**src/hw/rtl/first_fit_contiguous_allocator_macros.svh**
```systemverilog
// Assertion macros for the first-fit allocator.
// Expects clk and rst in the scope where a macro is used.
`ifndef FIRST_FIT_CONTIGUOUS_ALLOCATOR_MACROS_SVH
`define FIRST_FIT_CONTIGUOUS_ALLOCATOR_MACROS_SVH

// Same-cycle implication, disabled during reset.
`define FFCA_ASSERT_IMP(name, ante, cons, msg) \
  name: assert property (@(posedge clk) disable iff (rst) (ante) |-> (cons)) \
    else $error(msg);

// Next-cycle implication, disabled during reset.
`define FFCA_ASSERT_NXT(name, ante, cons, msg) \
  name: assert property (@(posedge clk) disable iff (rst) (ante) |=> (cons)) \
    else $error(msg);

`endif

```
**src/hw/rtl/ffca_pkg.sv**
```systemverilog
// Shared constants and control types for the first-fit allocator.
// No dependencies.
package ffca_pkg;

  localparam int MEM_WORDS = 64;
  localparam int IDX_W     = $clog2(MEM_WORDS);
  localparam int CNT_W     = $clog2(MEM_WORDS + 1);
  localparam int SIZE_W    = 7;
  localparam int ADDR_W    = 6;

  localparam logic OP_ALLOC = 1'b0;
  localparam logic OP_FREE  = 1'b1;

  typedef struct packed {
    logic shift;
    logic write;
    logic value;
  } map_ctrl_t;

  typedef struct packed {
    logic clear;
    logic step;
    logic used;
  } scan_ctrl_t;

endpackage

```
**src/hw/rtl/ffca_if.sv**
```systemverilog
// Request and response channel interfaces for the first-fit allocator.
// Depends on ffca_pkg.
interface ffca_req_if;
  import ffca_pkg::*;
  logic              valid;
  logic              ready;
  logic              op;
  logic [SIZE_W-1:0] block_size;
  logic [ADDR_W-1:0] first_word;
  logic [ADDR_W-1:0] last_word;

  modport source (output valid, op, block_size, first_word, last_word, input ready);
  modport sink (input valid, op, block_size, first_word, last_word, output ready);
endinterface

interface ffca_rsp_if;
  import ffca_pkg::*;
  logic              valid;
  logic              ready;
  logic              success;
  logic [ADDR_W-1:0] block_start;
  logic [ADDR_W-1:0] block_end;

  modport source (output valid, success, block_start, block_end, input ready);
  modport sink (input valid, success, block_start, block_end, output ready);
endinterface

```
**src/hw/rtl/ffca_map.sv**
```systemverilog
// Occupancy map held as a rotating shift register, one word bit per cycle while shift is set.
// Depends on ffca_pkg.
module ffca_map (
  input  logic                clk,
  input  logic                rst,
  input  ffca_pkg::map_ctrl_t ctrl,
  output logic                head
);
  import ffca_pkg::*;

  logic [MEM_WORDS-1:0] map;
  logic                 in_bit;

  assign in_bit = ctrl.write ? ctrl.value : map[0];
  assign head   = map[0];

  always_ff @(posedge clk) begin
    if (rst) begin
      map <= '0;
    end else if (ctrl.shift) begin
      map <= {in_bit, map[MEM_WORDS-1:1]};
    end
  end
endmodule

```
**src/hw/rtl/ffca_scan.sv**
```systemverilog
// Free-run counter that finds the first run of the requested length.
// Depends on ffca_pkg.
module ffca_scan (
  input  logic                 clk,
  input  logic                 rst,
  input  ffca_pkg::scan_ctrl_t ctrl,
  input  logic [ffca_pkg::IDX_W-1:0]  idx,
  input  logic [ffca_pkg::SIZE_W-1:0] size,
  output logic                 found,
  output logic [ffca_pkg::IDX_W-1:0]  start_idx,
  output logic [ffca_pkg::IDX_W-1:0]  end_idx
);
  import ffca_pkg::*;

  logic [CNT_W-1:0] run;
  logic [CNT_W-1:0] run_inc;
  logic             hit;

  assign run_inc = run + CNT_W'(1);
  assign hit     = !ctrl.used && (32'(run_inc) == 32'(size));

  always_ff @(posedge clk) begin
    if (rst) begin
      run   <= '0;
      found <= 1'b0;
    end else if (ctrl.clear) begin
      run   <= '0;
      found <= 1'b0;
    end else if (ctrl.step && !found) begin
      run <= ctrl.used ? '0 : run_inc;
      if (hit) begin
        found     <= 1'b1;
        end_idx   <= idx;
        start_idx <= idx - IDX_W'(size - SIZE_W'(1));
      end
    end
  end
endmodule

```
**src/hw/rtl/first_fit_contiguous_allocator.sv**
```systemverilog
// First-fit contiguous allocator over a 64-word occupancy map.
// Allocate: scan pass, check, then mark pass (skipped when no run fits); free: mark
// pass only; a rejected request goes straight to response. One request at a time.
// Each pass walks the map one bit per cycle; a second result waits while one is held.
// Synchronous active-high reset: map all free, no response pending.
// Depends on ffca_pkg, ffca_if, ffca_map, ffca_scan and the macros header.
module first_fit_contiguous_allocator (
  input logic        clk,
  input logic        rst,
  ffca_req_if.sink   req,
  ffca_rsp_if.source rsp
);
  import ffca_pkg::*;
  `include "first_fit_contiguous_allocator_macros.svh"

  localparam logic [2:0] S_IDLE  = 3'd0;
  localparam logic [2:0] S_SCAN  = 3'd1;
  localparam logic [2:0] S_CHECK = 3'd2;
  localparam logic [2:0] S_MARK  = 3'd3;
  localparam logic [2:0] S_RESP  = 3'd4;

  logic [2:0]        state;
  logic [IDX_W-1:0]  pos;
  logic [IDX_W-1:0]  lo;
  logic [IDX_W-1:0]  hi;
  logic              mark_val;
  logic [SIZE_W-1:0] size_q;
  logic              res_success;
  logic [ADDR_W-1:0] res_start;
  logic [ADDR_W-1:0] res_end;
  logic              rsp_valid;
  logic              rsp_success;
  logic [ADDR_W-1:0] rsp_start;
  logic [ADDR_W-1:0] rsp_end;
  logic              last_pos;
  logic              head;
  logic              found;
  logic [IDX_W-1:0]  found_start;
  logic [IDX_W-1:0]  found_end;
  map_ctrl_t         map_ctrl;
  scan_ctrl_t        scan_ctrl;

  assign last_pos = (pos == IDX_W'(MEM_WORDS - 1));

  always_comb begin
    map_ctrl.shift  = (state == S_SCAN) || (state == S_MARK);
    map_ctrl.write  = (state == S_MARK) && (pos >= lo) && (pos <= hi);
    map_ctrl.value  = mark_val;
    scan_ctrl.clear = (state == S_IDLE);
    scan_ctrl.step  = (state == S_SCAN);
    scan_ctrl.used  = head;
  end

  ffca_map u_map (
    .clk  (clk),
    .rst  (rst),
    .ctrl (map_ctrl),
    .head (head)
  );

  ffca_scan u_scan (
    .clk       (clk),
    .rst       (rst),
    .ctrl      (scan_ctrl),
    .idx       (pos),
    .size      (size_q),
    .found     (found),
    .start_idx (found_start),
    .end_idx   (found_end)
  );

  assign req.ready       = (state == S_IDLE);
  assign rsp.valid       = rsp_valid;
  assign rsp.success     = rsp_success;
  assign rsp.block_start = rsp_start;
  assign rsp.block_end   = rsp_end;

  always_ff @(posedge clk) begin
    if (rst) begin
      state     <= S_IDLE;
      pos       <= '0;
      rsp_valid <= 1'b0;
    end else begin
      if (rsp.ready && state != S_RESP) begin
        rsp_valid <= 1'b0;
      end
      unique case (state)
        S_IDLE: begin
          if (req.valid) begin
            size_q    <= req.block_size;
            pos       <= '0;
            res_start <= '0;
            res_end   <= '0;
            if (req.op == OP_ALLOC) begin
              if (req.block_size == '0 || 32'(req.block_size) > MEM_WORDS) begin
                res_success <= 1'b0;
                state       <= S_RESP;
              end else begin
                state <= S_SCAN;
              end
            end else begin
              if (req.first_word > req.last_word || 32'(req.last_word) >= MEM_WORDS) begin
                res_success <= 1'b0;
                state       <= S_RESP;
              end else begin
                lo          <= IDX_W'(req.first_word);
                hi          <= IDX_W'(req.last_word);
                mark_val    <= 1'b0;
                res_success <= 1'b1;
                state       <= S_MARK;
              end
            end
          end
        end
        S_SCAN: begin
          pos <= last_pos ? '0 : pos + IDX_W'(1);
          if (last_pos) begin
            state <= S_CHECK;
          end
        end
        S_CHECK: begin
          if (found) begin
            lo          <= found_start;
            hi          <= found_end;
            mark_val    <= 1'b1;
            res_success <= 1'b1;
            res_start   <= ADDR_W'(found_start);
            res_end     <= ADDR_W'(found_end);
            state       <= S_MARK;
          end else begin
            res_success <= 1'b0;
            state       <= S_RESP;
          end
        end
        S_MARK: begin
          pos <= last_pos ? '0 : pos + IDX_W'(1);
          if (last_pos) begin
            state <= S_RESP;
          end
        end
        S_RESP: begin
          if (!rsp_valid || rsp.ready) begin
            rsp_valid   <= 1'b1;
            rsp_success <= res_success;
            rsp_start   <= res_start;
            rsp_end     <= res_end;
            state       <= S_IDLE;
          end
        end
        default: begin
          state <= S_IDLE;
        end
      endcase
    end
  end

  `FFCA_ASSERT_IMP(a_fail_zero, rsp_valid && !rsp_success, ~|{rsp_start, rsp_end}, "failed with a block")
  `FFCA_ASSERT_IMP(a_block_order, rsp_valid && rsp_success, rsp_end >= rsp_start, "reversed block")
  `FFCA_ASSERT_NXT(a_mark_exit, state == S_MARK, state == S_MARK || state == S_RESP, "bad mark exit")
  `FFCA_ASSERT_NXT(a_scan_step, state == S_SCAN && !last_pos, pos == $past(pos) + IDX_W'(1), "skip")

endmodule
```
**src/flat_wrapper.sv**
```systemverilog
// flat-port wrapper written by rule: the top's interface ports become plain ports
module first_fit_contiguous_allocator_flat import ffca_pkg::*;
  (clk, rst, req_valid, req_op, req_block_size, req_first_word, req_last_word, req_ready, rsp_valid, rsp_success, rsp_block_start, rsp_block_end, rsp_ready);
  ffca_req_if req_i ();
  ffca_rsp_if rsp_i ();
  input logic clk;
  input logic rst;
  input wire logic [$bits(req_i.valid)-1:0] req_valid;
  input wire logic [$bits(req_i.op)-1:0] req_op;
  input wire logic [$bits(req_i.block_size)-1:0] req_block_size;
  input wire logic [$bits(req_i.first_word)-1:0] req_first_word;
  input wire logic [$bits(req_i.last_word)-1:0] req_last_word;
  output wire logic [$bits(req_i.ready)-1:0] req_ready;
  output wire logic [$bits(rsp_i.valid)-1:0] rsp_valid;
  output wire logic [$bits(rsp_i.success)-1:0] rsp_success;
  output wire logic [$bits(rsp_i.block_start)-1:0] rsp_block_start;
  output wire logic [$bits(rsp_i.block_end)-1:0] rsp_block_end;
  input wire logic [$bits(rsp_i.ready)-1:0] rsp_ready;
  assign req_i.valid = req_valid;
  assign req_i.op = req_op;
  assign req_i.block_size = req_block_size;
  assign req_i.first_word = req_first_word;
  assign req_i.last_word = req_last_word;
  assign req_ready = req_i.ready;
  assign rsp_valid = rsp_i.valid;
  assign rsp_success = rsp_i.success;
  assign rsp_block_start = rsp_i.block_start;
  assign rsp_block_end = rsp_i.block_end;
  assign rsp_i.ready = rsp_ready;
  first_fit_contiguous_allocator u_core (.clk(clk), .rst(rst), .req(req_i), .rsp(rsp_i));
endmodule
```
**config.mk**
```make
export PLATFORM = sky130hd
export DESIGN_NAME = first_fit_contiguous_allocator_flat
export DESIGN_NICKNAME = d
export VERILOG_FILES = /design/src/hw/rtl/ffca_pkg.sv /design/src/hw/rtl/ffca_if.sv /design/src/hw/rtl/ffca_map.sv /design/src/hw/rtl/ffca_scan.sv /design/src/hw/rtl/first_fit_contiguous_allocator.sv /design/src/flat_wrapper.sv
export VERILOG_INCLUDE_DIRS = /design/src /design/src/hw/rtl
export SDC_FILE = /design/constraint.sdc
export NUM_CORES = 1
export LEC_CHECK = 0
export ABC_AREA = 1
export BUFFER_PORTS_ARGS = -buffer_cell sky130_fd_sc_hd__buf_2
export CAP_MARGIN = 20
export CORE_MARGIN = 2
export CORE_UTILIZATION = 30
export CTS_CLUSTER_SIZE = 10
export DETAILED_ROUTE_END_ITERATION = 10
export PLACE_DENSITY = 0.48
export REMOVE_ABC_BUFFERS = 1
export SLEW_MARGIN = 0
export SYNTH_ARGS = -nofsm -noshare
export SYNTH_HDL_FRONTEND = slang
export SYNTH_HIERARCHICAL = 1
export SYNTH_SLANG_ARGS = --single-unit
```
**constraint.sdc**
```tcl
create_clock -name clk -period 3.1 [get_ports clk]
set_input_delay 0.31 -clock clk [delete_from_list [all_inputs] [get_ports clk]]
set_output_delay 0.31 -clock clk [all_outputs]
set_load 0.02 [all_outputs]
```
# Yosys cells after proc, flatten, opt, wreduce, memory -nomap -nowiden
# Index checks and enable logic that the tools add are counted.
classes:
  addsub: 4
  n_reduce_logical: 26
  order_cmp: 4
  mux: 40
  bitwise: 2
  eq_ne: 15
ops:
  columns: ["op", "n"]
  rows:
  - ["two-way mux 6 bit", 10]
  - ["one-hot mux 6 bit (2 select lines)", 5]
  - ["two-way mux 3 bit", 8]
  - ["AND reduction 4 bit", 4]
  - ["one-hot mux 3 bit (5 select lines)", 1]
  - ["two-way mux 1 bit", 13]
  - ["!= test 2 bit (second input constant)", 4]
  - ["adder 7 x 1 -> 7 bit (second input constant)", 1]
  - ["== test 7 bit", 1]
  - ["> comparator 7 bit (second input constant)", 1]
  - ["logical NOT 7 bit", 1]
  - ["two-way mux 7 bit", 1]
  - ["adder 6 x 1 -> 6 bit (second input constant)", 1]
  - ["== test 3 x 2 -> 1 bit (second input constant)", 2]
  - ["== test 6 bit (second input constant)", 1]
  - [">= comparator 6 bit", 1]
  - ["> comparator 6 bit", 1]
  - ["less-or-equal comparator 6 bit", 1]
  - ["!= test 2 x 1 -> 1 bit (second input constant)", 3]
  - ["AND reduction 3 bit", 2]
  - ["AND reduction 6 bit", 1]
  - ["subtractor 6 x 1 -> 6 bit (second input constant)", 1]
  - ["subtractor 6 bit", 1]
  - ["logical AND 1 bit", 5]
  - ["other kinds (12)", 21]
word_totals:
  input_bits: 24
  regBits: 140
  output_inout_bits: 15
  word_cells: 109

# Depth between registers and ports, before layout
depth:
  ltp_word: 6
  mapped_depth: 13
  ltp_nobuf: 13

# Hierarchy
# Netlist, hierarchy kept.
modules_own_cells:
  columns: ["mod", "cells_each", "area_each_um2", "instances"]
  rows:
  - ["first_fit_contiguous_allocator", 276, 2738.9, 1]
  - ["ffca_map", 282, 2230.9, 1]
  - ["ffca_scan", 138, 1142.3, 1]

# Worst setup path after synthesis
# Ideal clock, no wire load.
synth_path:
  path_kind: "register to register"
  from: "register u_core.state[1]"
  to: "register u_core.hi[0], enable pin"
  setup_ns: 0.386
  arrival_ns: 2.133
  period_less_slack_ns: 2.519
  path_stages_with_launch: 7
  path_buffers: 0
  slack_ns: 0.581
  cell_sequence: "dfxtp_1 inv_1 nand2_1 or2_1 o211ai_1 nor2_1 a21boi_1"
synth_between:
  elab_chain_len: 3
synth_rtl:
  columns: ["element", "line_no", "rtl"]
  rows:
  - ["start, declared", "first_fit_contiguous_allocator.sv:22", "logic [2:0] state;"]
  - ["start signal, assigned", "first_fit_contiguous_allocator.sv:80", "state <= S_IDLE;"]
  - ["start signal, assigned", "first_fit_contiguous_allocator.sv:97", "state <= S_RESP;"]
  - ["start signal, assigned", "first_fit_contiguous_allocator.sv:99", "state <= S_SCAN;"]
  - ["== test 3 x 2 -> 1 bit / logical NOT 3 bit (equally long branches)", "first_fit_contiguous_allocator.sv:87", "unique case (state)"]
  - ["!= test 2 bit (no source line) / nonzero test 2 bit (equally long branches)", null, null]
  - ["AND reduction 6 bit (no source line) (*)", null, null]
  - ["end signal, assigned", "first_fit_contiguous_allocator.sv:107", "hi <= IDX_W'(req.last_word);"]
  - ["end signal, assigned", "first_fit_contiguous_allocator.sv:124", "hi <= found_end;"]
  - ["end, declared", "first_fit_contiguous_allocator.sv:25", "logic [IDX_W-1:0] hi;"]
# Every way passes the cells marked *; elsewhere a longest branch is shown, timed or not.
# A chain may end at the register's enable or synchronous reset.

# Worst setup path in the final report
layout_path:
  from: "register u_core.state[2]"
  to: "register u_core/u_scan/end_idx[4] (netlist name), enable pin"
layout_between:
  elab_chain_len: 3
layout_rtl:
  columns: ["element", "line_no", "rtl"]
  rows:
  - ["== test 3 x 1 -> 1 bit / logical NOT 3 bit (equally long branches)", "first_fit_contiguous_allocator.sv:50, first_fit_contiguous_allocator.sv:49", null]
  - ["logical AND 1 bit / NOT 1 bit (equally long branches)", null, null]
  - ["AND reduction 4 bit (no source line) (*)", null, null]
  - ["end signal, assigned", "ffca_scan.sv:33", "end_idx <= idx;"]
  - ["end, declared", "ffca_scan.sv:11", "output logic [ffca_pkg::IDX_W-1:0] end_idx"]
# Marked as above.

==> summary.md <==
| Metric | Value |
|---|---|
| Sequential Power Share | `between 40% and 50%` |
| Crit path capture type | `flop` |
| IR drop worst, VDD | `~400 uV` |
| Critical Path RT | `around 3.2 ns` |
| Top flop regs | `u_core/u_map/map (64), u_core/size_q (7), u_core/u_scan/run (7)` |
| Primary FF master, synth | `dfxtp_1` |
| Max cap viols | `0` |
| Max clock buf depth | `2` |
| GP Congestion | `between 0.7 and 0.8` |
| Routed WL per cell | `between 10 and 15 um` |
| Setup violators final | `0` |
| Layout cells sized above 1 | `13.4%` |
| Synth area leaders | `edfxtp_1 (28%), dfxtp_1 (27%), nand2_1 (14%), a21oi_1 (7.0%), ha_1 (5.9%)` |
| Cells after DPL | `around 1000` |
| PD cells | `749 mW/mm2` |
| CTS tree | `done` |
| Largest register FFs | `64` |
| Vias in the first global route | `roughly 4100` |
| Via-per-instance ratio | `roughly 4.3` |
| Ys Warns | `6` |
| CP bufs+invs | `2` |
| Least-Margin Pin Slew | `1.02 ns` |
| Internal power | `about 3.7 mW` |
| DR pass1 iterations | `5` |
| Cts repair resizes | `0` |
| Post-CTS Setup Bufs | `0` |
| Initial DRC Count | `between 200 and 300` |
| Residual DRC count | `0` |
| Most frequent cell after synthesis | `nand2_1` |
| Post-route minimum period | `2.24 ns` |
| Combinational cell fraction of total power | `20.3%` |
| Synth top area share | `~28%` |
| Fin. Hold Viols | `0` |
| Routed vias | `between 4000 and 5000` |
| Total CTS buffers | `17` |
| ANT cells | `0` |
| Post-Route Setup TNS | `0 ns` |
| Syn Inst Count | `696` |
| Die Ht | `about 150 um` |
| Mapped cell area | `between 0.006 and 0.007 mm2` |
| Crit path max fanout | `12` |
| Final Slew Violations | `0` |
| Gr usage total | `approximately an eighth` |
| I/O Buffers | `38` |
| Hold-fix buffers, CTS | `0` |
| Crit-path cells | `nor2_2 -> nand2_1 -> inv_1 -> nor2_1 -> nand2_1 -> nor2_1 -> nand2_1 -> nor2_1 -> nand3_1 -> nor2_1 -> nand2_1 -> inv_1` |
| DRT antenna net count | `0` |
| Die area | `~0.022 mm2` |
| FF+latch area | `0.00338 mm2` |
| Worst path max stage delay | `0.43 ns` |
| Initial antenna violation count | `0` |
| Final WL | `12500 um` |
| P_leak | `2.85 nW` |
| Area grow syn2layout | `17.7%` |
| Initial Util | `a little under a third` |
| Avg Inst Size Synth | `between 8 and 9 um2` |
| Worst-Skew Late Latency | `0.42 ns` |
| Total core area | `0.0201 mm2` |
| Psw | `1.70 mW` |
| Period utilisation layout | `72.2%` |
| Final Cell Area | `0.00719 mm2` |
| Class of the most critical setup path | `flop to flop` |
| Placed cell area | `0.00657 mm2` |
| Clock Tree Root | `clkbuf_16` |
| Clock share of power | `38.3%` |
| Netlist cell types | `37` |
| H-tree depth | `4` |
| Slowest-stage cell, CP | `dfxtp_1` |
| Num ports | `39` |
| Min Hold Slack | `~0.084 ns` |
| Max Freq | `447 MHz` |
| Normalized max-slew margin | `roughly a third` |
| Area leader, netlist | `edfxtp_1` |
| R2R Setup Slk | `0.86 ns` |
| Nets | `793` |
| Largest net degree at the start of global routing | `68` |
| Dpl hpwl | `8470 um` |
| Hold Crit Class | `input port to flop` |
| Sw Ratio | `31.6%` |
| Clock sink total | `140` |
| Largest Register | `u_core/u_map/map` |
| Worst path arrival time | `roughly 2.3 ns` |
| RSZ-0062 raised after global routing | `no` |
| Worst-path clk slew | `0.06 ns` |
| Rows | `52` |
| Outcome | `finished, final reports clean` |
| Layout Skew | `0.00658 ns` |
| Sequential fraction of the synthesis area | `between 50 and 60%` |
| Footprint of the multi-input gates | `0.00228 mm2` |
| Critical Path Source Type | `flop` |
| EDFF count, synth | `58` |
| Residual overflow from global routing | `0` |
| Filler Cell Count | `2060` |
| Finished Layout Cells | `around 1000` |
| Async SR Flop Fraction | `0%` |
| Post-synth top cells | `nand2_1 (220), a21oi_1 (85), dfxtp_1 (82)` |
| Die Width | `about 150 um` |
| First-pass GRT wire length | `20900 um` |
| Top delay family on crit path | `simple AND/OR/NAND/NOR gates` |
| Synth Register Bits | `140` |
placed cells by master, fill, tap and decap left out, types with 2 or more instances in the layout:
cell	instances
nand2_1	220
a21oi_1	85
dfxtp_1	82
inv_1	77
edfxtp_1	58
nor2_1	40
buf_2	38
ha_1	29
nand3_1	21
clkbuf_16	19
o21ai_0	12
buf_4	9
o21bai_1	7
clkinv_4	6
inv_6	4
nor2_2	4
inv_2	4
nand2_2	4
nor2_4	3
xnor2_1	3
xor2_1	3
o211ai_1	2
nand4_1	2
a21oi_2	2
path summary, 6_finish.rpt:
check               startpoint                  endpoint  depth (start not counted)
max            u_core/state[2]  u_core/u_scan/end_idx[4]                         12
min          req_block_size[0]          u_core/size_q[0]                          1
min reg2reg  u_core/res_end[3]   u_core/rsp.block_end[3]                          0
max reg2reg    u_core/state[2]  u_core/u_scan/end_idx[4]                         12
layout make-up:
class                      instances  share of cell area (%)
timing repair buffer              48                    3.74
inverter                          81                    4.23
clock inverter                    12                    1.72
tap                              270                    4.70
clock buffer                      20                    6.80
multi-input combinational        451                    31.8
sequential                       140                    47.0
routing by layer:
metal,GRT usage (%),share of wire (%),up-vias
met2,17.9,43,68
met1,17.4,52,1998
met5,0,0,-
li1,-,-,2333
met4,5.63,1.8,0
met3,2.92,3.3,15
cell families (layout without fill, tap and decap cells):
kind of cell / Yosys count / in the layout / synth area share, %
fa+ha+maj: 30 / 30 / 6.26
compound gates: 114 / 114 / 10.1
xor+xnor: 6 / 6 / 0.860
simple gates: 301 / 301 / 20.0
buf+inv: 105 / 161 / 7.43
flops: 140 / 140 / 55.4
power groups by stage:
stage | Combinational [mW] | Sequential [mW] | Clock, mW
floorplan | 0.704 | 2.28 | 0
global placement | 1.12 | 2.27 | 0
detailed placement | 1.11 | 2.27 | 0
CTS | 1.11 | 2.23 | 2.12
global route | 1.25 | 2.25 | 2.20
finish | 1.10 | 2.23 | 2.07
metrics by stage:
stage	power, mW	setup slack, ns	utilization [%]
after floorplan	2.99	-0.211	-
after global placement	3.39	0.916	32.7
after detailed placement	3.38	0.882	32.7
after CTS	5.46	0.866	35.7
after global routing	5.70	0.627	35.8
final	5.39	0.862	35.8
(Power assumes the default switching activity.)
